[src/rtl/fbld_pkg.sv]
`timescale 1ns / 1ps
// ----------------------------------------------------------------------------
// fbld_pkg: shared definitions of the MAC frame builder
// Constants, register indexes and the work entry passed from front to back.
// ----------------------------------------------------------------------------
package fbld_pkg;

	// Default sizing
	localparam int MAX_PAYLOAD_DEF = 104;
	localparam int QUEUE_DEPTH_DEF = 4;

	// Command mode
	localparam logic [7:0] CMD_MARK = 8'h23;
	localparam logic [7:0] CMD_BYTE = 8'h53;
	localparam int         CMD_ARGS = 5;
	localparam int         PAD_W    = 3;

	// Configuration port
	localparam int CFG_IDX_W  = 3;
	localparam int CFG_DATA_W = 32;

	typedef enum logic [CFG_IDX_W-1:0] {
		REG_FRAME_CONTROL  = 3'd0,
		REG_PAN_ID         = 3'd1,
		REG_DEST_ADDR_LOW  = 3'd2,
		REG_DEST_ADDR_HIGH = 3'd3,
		REG_SRC_ADDR_LOW   = 3'd4,
		REG_SRC_ADDR_HIGH  = 3'd5
	} cfg_reg_t;

	// Register reset values
	localparam logic [15:0] FRAME_CONTROL_RST  = 16'hCC61;
	localparam logic [15:0] PAN_ID_RST         = 16'h0417;
	localparam logic [31:0] DEST_ADDR_LOW_RST  = 32'h0000_0A63;
	localparam logic [31:0] DEST_ADDR_HIGH_RST = 32'h5743_5500;
	localparam logic [31:0] SRC_ADDR_LOW_RST   = 32'h0000_0417;
	localparam logic [31:0] SRC_ADDR_HIGH_RST  = 32'h4443_5500;

	// One classified input transaction
	typedef struct packed {
		logic [7:0]       data;  // byte to send (0x53 on a command start)
		logic             hdr;   // first byte of a message: header goes first
		logic             emit;  // data byte is sent
		logic             last;  // message ends: trailer (command) and FCS
		logic             cmd;   // message is in command mode
		logic [PAD_W-1:0] pad;   // zero bytes still owed in command mode
		logic             ovf;   // payload bytes were dropped in this frame
	} entry_t;

endpackage

[src/rtl/mac_frame_builder_with_fcs.sv]
`timescale 1ns / 1ps
// ----------------------------------------------------------------------------
// mac_frame_builder_with_fcs: 802.15.4 data frame builder with CRC-16 FCS
// Payload bytes in, framed bytes with header, optional command trailer and
// FCS out, both sides as queues.
// ----------------------------------------------------------------------------
// Push payload bytes with last set on the final byte of a message; pop frame
// bytes while empty is low. The frame sequencer sends one byte per cycle while
// its two-entry output buffer has room; the first byte of a message is preceded
// by the 21 header bytes, and the final byte adds the 2 FCS bytes; in
// command mode the final byte also adds up to 5 padding bytes and an 18-byte
// trailer. A work queue of QUEUE_DEPTH entries lets input keep flowing while
// these bursts are sent; full rises when it fills. Configuration writes take
// effect at once and are meant for times when no frame is in flight.
// ----------------------------------------------------------------------------
module mac_frame_builder_with_fcs #(
	parameter int MAX_PAYLOAD = fbld_pkg::MAX_PAYLOAD_DEF,
	parameter int QUEUE_DEPTH = fbld_pkg::QUEUE_DEPTH_DEF
) (
	input  logic                            clk,
	input  logic                            arst_n,
	input  logic                            cfg_wr_en,
	input  logic [fbld_pkg::CFG_IDX_W-1:0]  cfg_index,
	input  logic [fbld_pkg::CFG_DATA_W-1:0] cfg_wdata,
	input  logic                            push,
	output logic                            full,
	input  logic [7:0]                      data_byte,
	input  logic                            last,
	output logic                            empty,
	input  logic                            pop,
	output logic [7:0]                      frame_byte,
	output logic                            frame_last,
	output logic                            truncated
);

	logic             accept;
	logic             q_enq;
	fbld_pkg::entry_t q_enq_entry;
	logic             q_deq;
	logic             q_full;
	logic             q_head_valid;
	fbld_pkg::entry_t q_head;

	assign full   = q_full;
	assign accept = push && !q_full;

	fbld_front #(
		.MAX_PAYLOAD(MAX_PAYLOAD)
	) u_front (
		.clk       (clk),
		.arst_n    (arst_n),
		.accept    (accept),
		.data_byte (data_byte),
		.last      (last),
		.enq       (q_enq),
		.enq_entry (q_enq_entry)
	);

	fbld_queue #(
		.DEPTH(QUEUE_DEPTH)
	) u_queue (
		.clk        (clk),
		.arst_n     (arst_n),
		.enq        (q_enq),
		.enq_entry  (q_enq_entry),
		.deq        (q_deq),
		.full       (q_full),
		.head_valid (q_head_valid),
		.head_entry (q_head)
	);

	fbld_back u_back (
		.clk        (clk),
		.arst_n     (arst_n),
		.cfg_wr_en  (cfg_wr_en),
		.cfg_index  (cfg_index),
		.cfg_wdata  (cfg_wdata),
		.head_valid (q_head_valid),
		.head_entry (q_head),
		.deq        (q_deq),
		.pop        (pop),
		.empty      (empty),
		.frame_byte (frame_byte),
		.frame_last (frame_last),
		.truncated  (truncated)
	);

	// Work queue never written while full
	a_enq_not_full: assert property (@(posedge clk) disable iff (!arst_n)
		q_enq |-> !q_full)
		else $error("work queue written while full");

	// Back end retires only entries that exist
	a_deq_valid: assert property (@(posedge clk) disable iff (!arst_n)
		q_deq |-> q_head_valid)
		else $error("work queue read while empty");

	// Every retired entry produced at least one byte
	a_deq_useful: assert property (@(posedge clk) disable iff (!arst_n)
		q_deq |-> (q_head.emit || q_head.last))
		else $error("work entry without effect reached the back end");

endmodule

[src/rtl/fbld_front.sv]
`timescale 1ns / 1ps
// ----------------------------------------------------------------------------
// fbld_front: input classification
// Tracks message state per accepted byte and turns each byte into a work
// entry for the back end. Dropped bytes that do not end a message vanish here.
// ----------------------------------------------------------------------------
module fbld_front #(
	parameter int MAX_PAYLOAD = fbld_pkg::MAX_PAYLOAD_DEF
) (
	input  logic             clk,
	input  logic             arst_n,
	input  logic             accept,
	input  logic [7:0]       data_byte,
	input  logic             last,
	output logic             enq,
	output fbld_pkg::entry_t enq_entry
);

	localparam int CW = $clog2(MAX_PAYLOAD + 1);

	logic          in_frame_q;
	logic          cmd_q;
	logic          ovf_q;
	logic [CW-1:0] cnt_q;

	logic          is_mark;
	logic          emit;
	logic          cmd_n;
	logic          ovf_n;
	logic [CW-1:0] cnt_n;

	// Classify the byte against the current message state
	always_comb begin
		is_mark = (data_byte == fbld_pkg::CMD_MARK);
		emit    = 1'b0;
		cmd_n   = cmd_q;
		ovf_n   = ovf_q;
		cnt_n   = cnt_q;
		if (!in_frame_q) begin
			emit  = 1'b1;
			cmd_n = is_mark;
			ovf_n = 1'b0;
			cnt_n = is_mark ? '0 : CW'(1);
		end else if (cmd_q) begin
			if (cnt_q < CW'(fbld_pkg::CMD_ARGS)) begin
				emit  = 1'b1;
				cnt_n = cnt_q + CW'(1);
			end
		end else if (cnt_q < CW'(MAX_PAYLOAD)) begin
			emit  = 1'b1;
			cnt_n = cnt_q + CW'(1);
		end else begin
			ovf_n = 1'b1;
		end

		enq_entry.data = (!in_frame_q && is_mark) ? fbld_pkg::CMD_BYTE : data_byte;
		enq_entry.hdr  = !in_frame_q;
		enq_entry.emit = emit;
		enq_entry.last = last;
		enq_entry.cmd  = cmd_n;
		enq_entry.ovf  = ovf_n;
		enq_entry.pad  = cmd_n ?
			(fbld_pkg::PAD_W'(fbld_pkg::CMD_ARGS) - cnt_n[fbld_pkg::PAD_W-1:0]) : '0;
	end

	assign enq = accept && (emit || last);

	// Message state
	always_ff @(posedge clk or negedge arst_n) begin
		if (!arst_n) begin
			in_frame_q <= 1'b0;
			cmd_q      <= 1'b0;
			ovf_q      <= 1'b0;
			cnt_q      <= '0;
		end else if (accept) begin
			if (last) begin
				in_frame_q <= 1'b0;
				cmd_q      <= 1'b0;
				ovf_q      <= 1'b0;
				cnt_q      <= '0;
			end else begin
				in_frame_q <= 1'b1;
				cmd_q      <= cmd_n;
				ovf_q      <= ovf_n;
				cnt_q      <= cnt_n;
			end
		end
	end

endmodule

[src/rtl/fbld_queue.sv]
`timescale 1ns / 1ps
// ----------------------------------------------------------------------------
// fbld_queue: work queue between front and back
// Small circular buffer of work entries; head is read directly.
// ----------------------------------------------------------------------------
module fbld_queue #(
	parameter int DEPTH = fbld_pkg::QUEUE_DEPTH_DEF
) (
	input  logic             clk,
	input  logic             arst_n,
	input  logic             enq,
	input  fbld_pkg::entry_t enq_entry,
	input  logic             deq,
	output logic             full,
	output logic             head_valid,
	output fbld_pkg::entry_t head_entry
);

	localparam int AW = $clog2(DEPTH);
	localparam int CW = $clog2(DEPTH + 1);

	fbld_pkg::entry_t mem_q [DEPTH];
	logic [AW-1:0]    wp_q;
	logic [AW-1:0]    rp_q;
	logic [CW-1:0]    cnt_q;

	assign full       = (cnt_q == CW'(DEPTH));
	assign head_valid = (cnt_q != '0);
	assign head_entry = mem_q[rp_q];

	// Entry storage
	always_ff @(posedge clk) begin
		if (enq) begin
			mem_q[wp_q] <= enq_entry;
		end
	end

	// Pointers and fill level
	always_ff @(posedge clk or negedge arst_n) begin
		if (!arst_n) begin
			wp_q  <= '0;
			rp_q  <= '0;
			cnt_q <= '0;
		end else begin
			if (enq) begin
				wp_q <= (wp_q == AW'(DEPTH - 1)) ? '0 : wp_q + AW'(1);
			end
			if (deq) begin
				rp_q <= (rp_q == AW'(DEPTH - 1)) ? '0 : rp_q + AW'(1);
			end
			if (enq && !deq) begin
				cnt_q <= cnt_q + CW'(1);
			end else if (deq && !enq) begin
				cnt_q <= cnt_q - CW'(1);
			end
		end
	end

endmodule

[src/rtl/fbld_back.sv]
`timescale 1ns / 1ps
// ----------------------------------------------------------------------------
// fbld_back: frame byte sequencer
// Holds the configuration registers, walks each work entry through header,
// body, padding, trailer and FCS phases at one byte per cycle while its two-entry
// output queue has room, and keeps the running CRC and sequence number.
// ----------------------------------------------------------------------------
module fbld_back (
	input  logic                                clk,
	input  logic                                arst_n,
	input  logic                                cfg_wr_en,
	input  logic [fbld_pkg::CFG_IDX_W-1:0]      cfg_index,
	input  logic [fbld_pkg::CFG_DATA_W-1:0]     cfg_wdata,
	input  logic                                head_valid,
	input  fbld_pkg::entry_t                    head_entry,
	output logic                                deq,
	input  logic                                pop,
	output logic                                empty,
	output logic [7:0]                          frame_byte,
	output logic                                frame_last,
	output logic                                truncated
);

	localparam int          HDR_LEN  = 21;
	localparam int          TRL_LEN  = 18;
	localparam int          SEQ_POS  = 2;
	localparam logic [15:0] CRC_POLY = 16'h8408;

	typedef enum logic [5:0] {
		PH_HDR  = 6'b000001,
		PH_BODY = 6'b000010,
		PH_PAD  = 6'b000100,
		PH_TRL  = 6'b001000,
		PH_FCS0 = 6'b010000,
		PH_FCS1 = 6'b100000
	} phase_t;

	// CRC-16/KERMIT, one byte, LSB first
	function automatic logic [15:0] crc_byte(input logic [15:0] crc, input logic [7:0] b);
		logic [15:0] c;
		c = crc ^ {8'h00, b};
		for (int k = 0; k < 8; k++) begin
			c = c[0] ? ((c >> 1) ^ CRC_POLY) : (c >> 1);
		end
		return c;
	endfunction

	logic [15:0] fc_q;
	logic [15:0] pan_q;
	logic [31:0] dlo_q;
	logic [31:0] dhi_q;
	logic [31:0] slo_q;
	logic [31:0] shi_q;

	logic [7:0]  seq_q;
	logic [15:0] crc_q;
	logic        fresh_q;
	phase_t      ph_q;
	logic [4:0]  idx_q;

	logic [7:0]  ob_data_q  [2];
	logic        ob_last_q  [2];
	logic        ob_trunc_q [2];
	logic        ob_wp_q;
	logic        ob_rp_q;
	logic [1:0]  ob_cnt_q;

	logic [7:0]  hdr_b [HDR_LEN];
	logic [7:0]  trl_b [TRL_LEN];

	phase_t      first_ph;
	phase_t      tail_ph;
	logic        tail_done;
	phase_t      eff_ph;
	logic [4:0]  eff_idx;
	phase_t      nxt_ph;
	logic [4:0]  nxt_idx;
	logic        done;
	logic        step;
	logic        crc_upd;
	logic [7:0]  o_byte;
	logic        o_last;
	logic        o_trunc;
	logic        rd;

	// Configuration registers
	always_ff @(posedge clk or negedge arst_n) begin
		if (!arst_n) begin
			fc_q  <= fbld_pkg::FRAME_CONTROL_RST;
			pan_q <= fbld_pkg::PAN_ID_RST;
			dlo_q <= fbld_pkg::DEST_ADDR_LOW_RST;
			dhi_q <= fbld_pkg::DEST_ADDR_HIGH_RST;
			slo_q <= fbld_pkg::SRC_ADDR_LOW_RST;
			shi_q <= fbld_pkg::SRC_ADDR_HIGH_RST;
		end else if (cfg_wr_en) begin
			unique case (cfg_index)
				fbld_pkg::REG_FRAME_CONTROL:  fc_q  <= cfg_wdata[15:0];
				fbld_pkg::REG_PAN_ID:         pan_q <= cfg_wdata[15:0];
				fbld_pkg::REG_DEST_ADDR_LOW:  dlo_q <= cfg_wdata;
				fbld_pkg::REG_DEST_ADDR_HIGH: dhi_q <= cfg_wdata;
				fbld_pkg::REG_SRC_ADDR_LOW:   slo_q <= cfg_wdata;
				fbld_pkg::REG_SRC_ADDR_HIGH:  shi_q <= cfg_wdata;
				default: ;
			endcase
		end
	end

	// Header and trailer byte maps, low byte first (PAN ID high byte first in the trailer)
	always_comb begin
		hdr_b[0] = fc_q[7:0];
		hdr_b[1] = fc_q[15:8];
		hdr_b[2] = seq_q;
		hdr_b[3] = pan_q[7:0];
		hdr_b[4] = pan_q[15:8];
		for (int i = 0; i < 4; i++) begin
			hdr_b[5 + i]  = dlo_q[8*i +: 8];
			hdr_b[9 + i]  = dhi_q[8*i +: 8];
			hdr_b[13 + i] = slo_q[8*i +: 8];
			hdr_b[17 + i] = shi_q[8*i +: 8];
			trl_b[i]      = slo_q[8*i +: 8];
			trl_b[4 + i]  = shi_q[8*i +: 8];
			trl_b[8 + i]  = dlo_q[8*i +: 8];
			trl_b[12 + i] = dhi_q[8*i +: 8];
		end
		trl_b[16] = pan_q[15:8];
		trl_b[17] = pan_q[7:0];
	end

	// What follows the body byte of the head entry
	always_comb begin
		tail_ph   = PH_FCS0;
		tail_done = 1'b0;
		if (!head_entry.last) begin
			tail_done = 1'b1;
		end else if (head_entry.cmd) begin
			tail_ph = (head_entry.pad != '0) ? PH_PAD : PH_TRL;
		end
	end

	// Starting phase of a new head entry
	always_comb begin
		if (head_entry.hdr) begin
			first_ph = PH_HDR;
		end else if (head_entry.emit) begin
			first_ph = PH_BODY;
		end else begin
			first_ph = tail_ph;
		end
	end

	assign eff_ph  = fresh_q ? first_ph : ph_q;
	assign eff_idx = fresh_q ? '0 : idx_q;
	assign step    = head_valid && (ob_cnt_q != 2'd2);
	assign deq     = step && done;

	// Byte selection and phase sequencing
	always_comb begin
		o_byte  = 8'h00;
		o_last  = 1'b0;
		o_trunc = 1'b0;
		crc_upd = 1'b0;
		done    = 1'b0;
		nxt_ph  = eff_ph;
		nxt_idx = eff_idx + 5'd1;
		unique case (eff_ph)
			PH_HDR: begin
				o_byte  = hdr_b[eff_idx];
				crc_upd = 1'b1;
				if (eff_idx == 5'(HDR_LEN - 1)) begin
					nxt_ph  = PH_BODY;
					nxt_idx = '0;
				end
			end
			PH_BODY: begin
				o_byte  = head_entry.data;
				crc_upd = 1'b1;
				nxt_ph  = tail_ph;
				nxt_idx = '0;
				done    = tail_done;
			end
			PH_PAD: begin
				crc_upd = 1'b1;
				if ((eff_idx[fbld_pkg::PAD_W-1:0] + fbld_pkg::PAD_W'(1)) == head_entry.pad) begin
					nxt_ph  = PH_TRL;
					nxt_idx = '0;
				end
			end
			PH_TRL: begin
				o_byte  = trl_b[eff_idx];
				crc_upd = 1'b1;
				if (eff_idx == 5'(TRL_LEN - 1)) begin
					nxt_ph  = PH_FCS0;
					nxt_idx = '0;
				end
			end
			PH_FCS0: begin
				o_byte  = crc_q[7:0];
				o_trunc = head_entry.ovf;
				nxt_ph  = PH_FCS1;
			end
			PH_FCS1: begin
				o_byte  = crc_q[15:8];
				o_last  = 1'b1;
				o_trunc = head_entry.ovf;
				done    = 1'b1;
			end
			default: begin
				done = 1'b1;
			end
		endcase
	end

	// Sequencer state, CRC and sequence number
	always_ff @(posedge clk or negedge arst_n) begin
		if (!arst_n) begin
			seq_q   <= '0;
			crc_q   <= '0;
			fresh_q <= 1'b1;
			ph_q    <= PH_HDR;
			idx_q   <= '0;
		end else if (step) begin
			if (eff_ph == PH_FCS1) begin
				crc_q <= '0;
			end else if (crc_upd) begin
				crc_q <= crc_byte(crc_q, o_byte);
			end
			if (eff_ph == PH_HDR && eff_idx == 5'(SEQ_POS)) begin
				seq_q <= seq_q + 8'd1;
			end
			if (done) begin
				fresh_q <= 1'b1;
			end else begin
				fresh_q <= 1'b0;
				ph_q    <= nxt_ph;
				idx_q   <= nxt_idx;
			end
		end
	end

	// Output buffer, two entries
	assign rd         = pop && !empty;
	assign empty      = (ob_cnt_q == 2'd0);
	assign frame_byte = ob_data_q[ob_rp_q];
	assign frame_last = ob_last_q[ob_rp_q];
	assign truncated  = ob_trunc_q[ob_rp_q];

	always_ff @(posedge clk) begin
		if (step) begin
			ob_data_q[ob_wp_q]  <= o_byte;
			ob_last_q[ob_wp_q]  <= o_last;
			ob_trunc_q[ob_wp_q] <= o_trunc;
		end
	end

	always_ff @(posedge clk or negedge arst_n) begin
		if (!arst_n) begin
			ob_wp_q  <= 1'b0;
			ob_rp_q  <= 1'b0;
			ob_cnt_q <= '0;
		end else begin
			if (step) begin
				ob_wp_q <= !ob_wp_q;
			end
			if (rd) begin
				ob_rp_q <= !ob_rp_q;
			end
			if (step && !rd) begin
				ob_cnt_q <= ob_cnt_q + 2'd1;
			end else if (rd && !step) begin
				ob_cnt_q <= ob_cnt_q - 2'd1;
			end
		end
	end

endmodule
[config.mk]
export PLATFORM = sky130hd
export DESIGN_NAME = mac_frame_builder_with_fcs
export DESIGN_NICKNAME = d
export VERILOG_FILES = /design/src/rtl/fbld_pkg.sv /design/src/rtl/mac_frame_builder_with_fcs.sv /design/src/rtl/fbld_front.sv /design/src/rtl/fbld_queue.sv /design/src/rtl/fbld_back.sv
export SDC_FILE = /design/constraint.sdc
export NUM_CORES = 1
export LEC_CHECK = 0
export BUFFER_PORTS_ARGS = -buffer_cell sky130_fd_sc_hd__buf_2
export CAP_MARGIN = 20
export CORE_MARGIN = 2
export CORE_UTILIZATION = 25
export CTS_CLUSTER_DIAMETER = 200
export DETAILED_ROUTE_END_ITERATION = 8
export PLACE_DENSITY_LB_ADDON = 0.12
export SYNTH_ARGS = -nofsm -noshare
export SYNTH_HDL_FRONTEND = slang
export SYNTH_HIERARCHICAL = 1
export SYNTH_SLANG_ARGS = --single-unit
[constraint.sdc]
create_clock -name clk -period 3.7 [get_ports clk]
set_input_delay 0.74 -clock clk [delete_from_list [all_inputs] [get_ports clk]]
set_output_delay 0.74 -clock clk [all_outputs]
set_load 0.01 [all_outputs]
# Yosys cells after proc, flatten, opt, wreduce, memory -nomap -nowiden
# Memory sizes are Yosys's and may differ from the RTL's.
# Index checks and enable logic that the tools add are counted.
# W data, S select, Z words.
dict set report totals {
  ff_bits 217
  mem_bits_rw 84
  input_bits 49
  output_inout_bits 12
  word_cells 181
  mem_count 4
}
# memory words width read_ports rd_ports_with_merged_regs wr line
set mem_list {}
lappend mem_list {u_queue.mem_q 4 16 1 0 1 fbld_queue.sv:22} ;# fbld_pkg::entry_t mem_q [DEPTH];
lappend mem_list {u_back.ob_data_q 2 8 1 0 1 fbld_back.sv:61} ;# logic [7:0] ob_data_q [2];
lappend mem_list {u_back.ob_last_q 2 1 1 0 1 fbld_back.sv:62} ;# logic ob_last_q [2];
lappend mem_list {u_back.ob_trunc_q 2 1 1 0 1 fbld_back.sv:63} ;# logic ob_trunc_q [2];
dict set report classes {
  n_addsub 11
  n_lt_le_gt_ge 3
  eq_ne 22
  n_mux 67
  bitwise 11
  reduce_logical 41
}
# op count
set op_table {}
lappend op_table {{$mux W16} 10}
lappend op_table {{$bmux W8 S5} 2}
lappend op_table {{$mux W6} 8}
lappend op_table {{$mux W8} 5}
lappend op_table {{$pmux W8 S5} 1}
lappend op_table {{$mux W7} 5}
lappend op_table {{$pmux W6 S5} 1}
lappend op_table {{$not A2 Y3} 8}
lappend op_table {{$mux W1} 21}
lappend op_table {{$mux W5} 4}
lappend op_table {{$pmux W5 S4} 1}
lappend op_table {{$reduce_and A2 Y1} 9}
lappend op_table {{$xor A16 B8 Y16} 1}
lappend op_table {{$logic_and A1 B1 Y1} 11}
lappend op_table {{$eq A5 B5 Y1 const B} 2}
lappend op_table {{$eq A3 B3 Y1 const B} 3}
lappend op_table {{$logic_not A1 Y1} 9}
lappend op_table {{$mux W3} 3}
lappend op_table {{$add A8 B1 Y8 const B} 1}
lappend op_table {{$eq A8 B6 Y1 const B} 1}
lappend op_table {{$mux W2} 4}
lappend op_table {{$ne A4 B4 Y1 const B} 2}
lappend op_table {{$reduce_or A4 Y1} 2}
lappend op_table {{$add A7 B1 Y7 const B} 1}
lappend op_table {{other kinds (32)} 40}

# Depth between registers and ports, before layout
# Gate-level depths: netlist of run 1.
# An unclocked memory read counts as a cell.
dict set report depth {
  ltp_word 29
  depth_mapped 17
  depth_no_buf 14
}

# Modules after synthesis
# The synthesis of run 1 kept the hierarchy.
# module instances cells_per_inst area_per_inst_um2 seq_area_each_um2
set by_module_without_submodules {}
lappend by_module_without_submodules {fbld_back 1 1098 12445.7 5662.9}
lappend by_module_without_submodules {fbld_queue 1 121 2766.4 2097.0}
lappend by_module_without_submodules {fbld_front 1 94 808.3 250.2}
lappend by_module_without_submodules {mac_frame_builder_with_fcs 1 1 13.8 0.0}

# Worst setup path before layout of run 1
# Ideal clock, no wire load.
dict set report synth_timing {
  path_kind {flip-flop to flip-flop}
  from {register u_queue.rp_q[0]}
  to {register u_queue.cnt_q[1]}
  setup_time_ps 125
  arrival_ps 3353
  required_time_ps 3575
  slack_ps 222
  stages_incl_launch_ff 16
  path_buffers 3
  period_less_slack_ps 3478
  path_cell_list {dfrtp_1 buf_6 buf_12 mux4_2 nor3b_2 and2_1 buf_2 o22ai_1 nand2b_1 a21boi_0 nor2_1 inv_1 ha_1 inv_1 fa_1 mux2_2}
}
# item line
set synth_rtl {}
lappend synth_rtl {{from (decl)} fbld_queue.sv:24} ;# logic [AW-1:0] rp_q;
lappend synth_rtl {{from (signal assigned)} fbld_queue.sv:49} ;# rp_q <= (rp_q == AW'(DEPTH - 1)) ? '0 : rp_q + AW'(1);
lappend synth_rtl {{to (signal assigned)} fbld_queue.sv:52} ;# cnt_q <= cnt_q + CW'(1);
lappend synth_rtl {{to (signal assigned)} fbld_queue.sv:54} ;# cnt_q <= cnt_q - CW'(1);
lappend synth_rtl {{to (decl)} fbld_queue.sv:25} ;# logic [CW-1:0] cnt_q;

==> results of run 1 <==
## metrics by stage
step           cells  utilization [%]  total power (W)
6_report        2287             29.9           0.0158
5_1_grt         2287             29.9           0.0168
4_1_cts         2286             29.9           0.0160
2_1_floorplan   1314                -          0.00987
3_5_place_dp    2217             27.9           0.0122
3_3_place_gp    2217             27.9           0.0122
## cells by family (layout without fill, tap and decap cells)
group / Yosys count / in the layout / synth area share [%]
fa+ha+maj: 14 / 14 / 1.14
xor+xnor: 43 / 43 / 3.06
mux: 264 / 264 / 19.8
buf+inv: 116 / 243 / 4.02
compound gates: 283 / 283 / 12.4
flops: 301 / 301 / 50.0
simple gates: 293 / 293 / 9.70
## cell type report
cell class / count / area, um2 / area share [%]
Multi-Input combinational cell: 897 / 7440 / 39.4
Clock buffer: 51 / 1050 / 5.56
Timing Repair Buffer: 154 / 1070 / 5.64
Sequential cell: 301 / 8020 / 42.4
Clock inverter: 17 / 179 / 0.947
Inverter: 21 / 83.8 / 0.444
Tap cell: 846 / 1060 / 5.60
## path summary, 6_finish.rpt
path | end | slack [ns] | from | cells past startpoint
max | u_back/crc_q[7]$_DFFE_PN0P_ | 0.23 | u_queue/rp_q[0]$_DFFE_PN0P_ | 11
max reg2reg | u_back/crc_q[7]$_DFFE_PN0P_ | 0.23 | u_queue/rp_q[0]$_DFFE_PN0P_ | 11
min reg2reg | u_queue/cnt_q[2]$_DFFE_PN0P_ | 0.48 | u_queue/cnt_q[2]$_DFFE_PN0P_ | 1
min | u_back/dlo_q[21]$_DFFE_PN0P_ | 0.16 | arst_n | 1
min in group clk | u_queue/mem_q[0][9]$_DFFE_PP_ | 0.43 | data_byte[1] | 1
max in group asynchronous | u_back/dhi_q[22]$_DFFE_PN1P_ | 2.66 | arst_n | 2
## metal layers
metal | vias to the layer above | share of wire, %
met2 | 238 | 46
met1 | 5808 | 48
li1 | 5138 | -
met4 | 0 | 3.0
met3 | 81 | 3.4
met5 | - | 0
## report_power, final
part	internal [W]	switching, W	total [W]
clock network	0.00221	0.00149	0.00370
registers	0.00452	0.000821	0.00534
logic	0.00310	0.00370	0.00680
total	0.00983	0.00601	0.0158
## worst register-to-register path, cell delays in order (launching register included)
cell and delay (ns):
dfrtp_2 0.48, mux4_1 0.64, nor3_1 0.33, nand4_1 0.20, a22oi_4 0.21, buf_12 0.16
o211ai_1 0.09, a21o_1 0.17, o211ai_1 0.37, xor3_2 0.47, xnor2_1 0.15, o21ai_1 0.07
## synth_stat cells (18+ instances only)
cell type	n	share of area [%]
edfxtp_1	84	16
nand3_1	25	0.78
dfrtp_1	171	27
o22ai_1	29	1.1
buf_4	19	0.89
xnor2_1	25	1.4
a22oi_1	30	1.4
mux2_2	185	13
a21oi_1	42	1.3
clkbuf_1	38	0.89
o21ai_0	48	1.5
nor2_1	40	0.94
inv_1	20	0.47
nand2_1	114	2.7
dfstp_2	46	7.5
buf_2	18	0.56
mux2i_1	58	3.6
## timing repair
action	in CTS	in global routing
gates resized for setup	3	3
buffers inserted	1	1
pin swaps	1	1
setup endpoints to repair	8	12
hold buffers	0	0
## flip-flops by register name (all words and copies together) (netlist names), 3 cells and up
name and flops:
u_back/shi_q 32, u_back/seq_q 8, u_queue/mem_q 64, u_back/pan_q 16, u_back/dhi_q 32, u_queue/cnt_q 3, u_front/cnt_q 7, u_back/fc_q 16
u_back/ob_data_q 16, u_back/dlo_q 32, u_back/slo_q 32, u_back/ph_q 6, u_back/idx_q 5, u_back/crc_q 16
==> impl_metrics.csv, run 1 <==
group,metric,value,unit
sta,fin_crit_sh,93.9,%
logic_synthesis,synth_top_flop_cell,"dfrtp_1",
critical_path,start_kind,"flip-flop",
finish,syn_to_final_growth,17.9,%
pwr,irDropWorstVdd,0.000318,V
sta,fin_crit,3.47,ns
sta,rsz0062_at_grt,"false",
placed_design,gp_congestion,0.848,
sta,slew_violations,0,
finish,final_common_cell,"mux2_2",
critical_path,worstSetupPathType,"reg -> reg",
finish,drive_gt1_share,35.0,%
logic_synthesis,synth_edf_count,84,
pwr,power_density,838,mW/mm2
route,routed_via_density,4.93,
clocking,path_clk_slew,0.06,ns
logic_synthesis,ys_seq_elements,301,
logic_synthesis,synth.distinct_cells,110,
pwr,power.leakage,7.31,nW
sta,finalSetupViolCount,0,
floorplanning,dieHeight,257,um
grt,antenna_found_initial,0,
route,first_iter_violations,774,
floorplanning,start_util,25.4,%
critical_path,max_stage_delay,0.64,ns
grt,grt_pass1_wl,80600,um
placed_design,port_buffers,60,
sta,tns,0,ns
grt,grt_pass1_vias,11921,
run,maxCapViolCount,0,
grt,grt_busiest_layer,"met2",
sta,max_freq,288,MHz
finish,fin_nets,1475,
logic_synthesis,synth_nets,1377,
clocking,clock_latency,0.55,ns
clocking,clockBufferDepth,3,
placed_design,pre_cts_ws,-0.105,ns
route,wl_per_cell,23.1,um
sta,setup_slack,0.226,ns
route,drc,0,
finish,layout_common_cells,"mux2_2, dfrtp_1, nand2_1",
critical_path,worst-path-buf-inv,1,
route,ant_nets,0,
placed_design,dp_hpwl,37500,um
critical_path,arrival,3.89,ns
logic_synthesis,async_reset_ff_share,72.1,%
critical_path,cp_max_fo,10,
sta,finalHoldViolCount,0,
clocking,clkSinkCount,301,
logic_synthesis,synthCells,1314,
critical_path,path_cells,"mux4_1 > nor3_1 > nand4_1 > a22oi_4 > buf_12 > o211ai_1 > a21o_1 > o211ai_1 > xor3_2 > xnor2_1 > o21ai_1",
clocking,cts-root-buf,"clkbuf_16",
grt,track_usage,16.2,%
grt,grt_use_met1,22.7,%
critical_path,worst_setup_path_end_kind,"flip-flop",
critical_path,crit_family,"compound AO/OA/AOI/OAI gates",
clocking,cts_tree,"built",
logic_synthesis,syn_area,0.0160,mm2
finish,fillerInstances,6466,
floorplanning,die_x,257,um
grt,met3_usage,2.35,%
critical_path,required,4.11,ns
min_path,min_path_type,"in -> async",
floorplanning,coreArea,0.0632,mm2
sta,maxSlewHeadroom,31.3,%
logic_synthesis,avgSynthCellArea,12.2,um2
floorplanning,io_pins,61,
placed_design,placed_area,0.0176,mm2
logic_synthesis,ys_warn_count,6,
critical_path,crit_path_frequent_cell,"o211ai_1",
grt,grt-ovfl-total,0,
floorplanning,fp.dieArea,0.0662,mm2
route,wirelength,52900,um
clocking,htreeDepth,2,
finish,final_area,0.0189,mm2
run_status,status,"complete, no violations",
grt,grt_max_degree,88,
route,vias,11265,
finish,antenna_cells,0,
critical_path,cp_slowest_cell,"mux4_1",
grt,use_met2,25.3,%
route,drtPass1Iterations,4,
sta,clock_skew,0.0105,ns
sta,timing.hold.ws,0.164,ns
clocking,numCtsBuffers,37,
logic_synthesis,yosysSeqAreaShare,50.0,%
floorplanning,rows,92,
sta,worstMarginPinSlew,1.02,ns
No activity file was read; power rests on OpenSTA's default activity.
==> inputs of run 2 (changes only) <==
- ABC_AREA: default -> 1
- SKIP_CTS_REPAIR_TIMING: default -> 1
==> run 2 against run 1 <==
Against the previous run:
- worst setup slack improved by 0.12 ns
- critical path depth up 11
- sequential share of layout area decreased by 1.0 points
- total power fell by 0.19%
- combinational power fell by 2%
- core utilization fell by 0.62 points
- non-clock buffer count decreased by 44
- register-to-register slack better by 0.12 ns
- via count rose by 27%
- fmax up 3.7%
- largest power group unchanged
==> impl_metrics.csv, run 2 <==
group,metric,value,unit
logic_synthesis,synthTopCellsByArea,"dfrtp_1, nand2_1, edfxtp_1, dfstp_2, nand3_1",
logic_synthesis,synth_nets,2198,
floorplanning,start_util,25.3,%
route,wirelength,55600,um
sta,rsz0062_at_grt,"false",
logic_synthesis,ys_seq_elements,301,
finish,largest_reg_flops,64,
logic_synthesis,synth.distinct_cells,52,
floorplanning,fp.dieArea,0.0691,mm2
logic_synthesis,synth_top_area_share,25.5,%
critical_path,required,4.15,ns
pwr,irDropWorstVdd,0.000358,V
pwr,power_density,817,mW/mm2
clocking,clock_latency,0.57,ns
logic_synthesis,ys_warn_count,6,
sta,setup_slack,0.350,ns
clocking,cts_tree,"built",
sta,tns,0,ns
sta,max_freq,298,MHz
sta,finalHoldViolCount,0,
clocking,htreeDepth,2,
finish,layout_common_cells,"nand2_1, nand3_1, o21ai_0",
logic_synthesis,synth_top_flop_cell,"dfrtp_1",
critical_path,cp_max_fo,11,
sta,timing.hold.ws,0.154,ns
route,drc,0,
sta,fin_crit,3.35,ns
sta,slew_violations,0,
grt,track_usage,16.0,%
route,vias,14255,
route,first_iter_violations,1068,
floorplanning,io_pins,61,
sta,finalSetupViolCount,0,
sta,fin_crit_sh,90.5,%
critical_path,worstSetupPathType,"reg -> reg",
run_status,status,"complete, no violations",
grt,grt-ovfl-total,0,
grt,grt_max_degree,75,
grt,grt_pass1_wl,85800,um
run,maxCapViolCount,0,
sta,clock_skew,0.0318,ns
critical_path,worst_setup_path_end_kind,"flip-flop",
logic_synthesis,yosysTopAreaCell,"dfrtp_1",
finish,regMostFlops,"u_queue/mem_q",
logic_synthesis,avgSynthCellArea,7.85,um2
clocking,clkSinkCount,301,
logic_synthesis,synth.most_common_cell,"nand2_1",
finish,final_common_cell,"nand2_1",
grt,antenna_found_initial,3,
placed_design,port_buffers,60,
finish,syn_to_final_growth,15.6,%
critical_path,start_kind,"flip-flop",
clocking,clockBufferDepth,3,
route,wl_per_cell,18.1,um
clocking,cts-root-buf,"clkbuf_16",
placed_design,pre_cts_ws,0.0679,ns
min_path,min_path_type,"in -> async",
clocking,numCtsBuffers,39,
sta,worstMarginPinSlew,0.977,ns
logic_synthesis,async_reset_ff_share,72.1,%
critical_path,arrival,3.80,ns
route,routed_via_density,4.65,
logic_synthesis,netlist_top_cells_count,"nand2_1, nand3_1, o21ai_0",
sta,maxSlewHeadroom,34.7,%
floorplanning,die_x,263,um
route,ant_nets,0,
placed_design,dp_hpwl,38300,um
logic_synthesis,synth_edf_count,84,
finish,drive_gt1_share,14.8,%
pwr,power.leakage,8.96,nW
finish,fin_nets,2235,
floorplanning,dieHeight,263,um
grt,grt_pass1_vias,13717,
clocking,path_clk_slew,0.06,ns
floorplanning,coreArea,0.0661,mm2
logic_synthesis,yosysSeqAreaShare,47.8,%
finish,fin_util,29.3,%
floorplanning,rows,94,
logic_synthesis,syn_area,0.0167,mm2
route,drtPass1Iterations,5,
placed_design,gp_congestion,0.814,
critical_path,worst-r2r-setup-slack,0.35,ns
logic_synthesis,synthCells,2135,
run 2: cells by family (layout without fill, tap and decap cells):
group / after synthesis / after routing / synth area share (%)
AO/OA/AOI/OAI: 340 / 340 / 11.2
XOR/XNOR: 17 / 17 / 0.889
adder cells (fa/ha/maj): 14 / 14 / 1.09
buffers and inverters: 311 / 379 / 8.47
flip-flops: 301 / 301 / 47.8
other: 0 / 1 / 0
AND/OR/NAND/NOR: 1152 / 1152 / 30.5
run 2: final timing paths:
| kind | from | end | depth (start not counted) |
|---|---|---|---|
| worst max-delay path | u_queue/rp_q[0]$_DFFE_PN0P_ | u_queue/cnt_q[1]$_DFFE_PN0P_ | 22 |
| worst min-delay path | arst_n | u_back/dlo_q[21]$_DFFE_PN0P_ | 1 |
| worst max register to register | u_queue/rp_q[0]$_DFFE_PN0P_ | u_queue/cnt_q[1]$_DFFE_PN0P_ | 22 |
| worst min register to register | u_queue/cnt_q[2]$_DFFE_PN0P_ | u_queue/cnt_q[2]$_DFFE_PN0P_ | 2 |
| max in group asynchronous | arst_n | u_back/ph_q[0]$_DFFE_PN1P_ | 2 |
| min in group clk | data_byte[2] | u_queue/mem_q[3][10]$_DFFE_PP_ | 1 |
run 2: cell type report:
type,count,area [um2]
Timing Repair inverter,1,5.00
Inverter,196,746
Fill cell,7188,46700
Clock inverter,20,278
Timing Repair Buffer,110,777
Multi-Input combinational cell,1523,7340
Clock buffer,52,1120
Tap cell,864,1080
Sequential cell,301,8010
Antenna cell,1,2.50
run 2: routing by layer:
metal | track usage (%) | part of all wire, % | wire, um
met5 | 0 | 0.023 | 13
met4 | 3.81 | 1.9 | 1060
met3 | 2.51 | 5.1 | 2820
met2 | 24.1 | 43 | 23700
met1 | 24.0 | 50 | 27900
run 2: per-stage QoR:
stage	instances	cell area, um2	power, W
final	3068	19400	0.0158
after floorplan	2135	16700	0.00971
after CTS	3064	19300	0.0159
after detailed placement	2992	17900	0.0117
after global routing	3067	19400	0.0171
after global placement	2991	17900	0.0117
run 2: power breakdown:
| part | switching, W | internal [W] |
|---|---|---|
| combinational | 0.00450 | 0.00214 |
| clock | 0.00158 | 0.00255 |
| sequential | 0.000607 | 0.00443 |
| total | 0.00669 | 0.00912 |
run 2: critical path, cell delays in order, from the launching register on:
cell	delay [ns]
dfrtp_2	0.43
clkinv_4	0.11
buf_4	0.18
o211ai_1	0.17
nand2_1	0.08
inv_1	0.09
nand2_2	0.08
nor2_4	0.12
nand2_1	0.06
nand2_1	0.17
nor2_4	0.09
nand2_2	0.12
nand4_2	0.12
or2_4	0.27
o21ai_2	0.10
inv_1	0.06
nor2_1	0.14
inv_1	0.06
ha_1	0.19
inv_1	0.08
fa_1	0.41
nand2_1	0.07
nand2_1	0.04
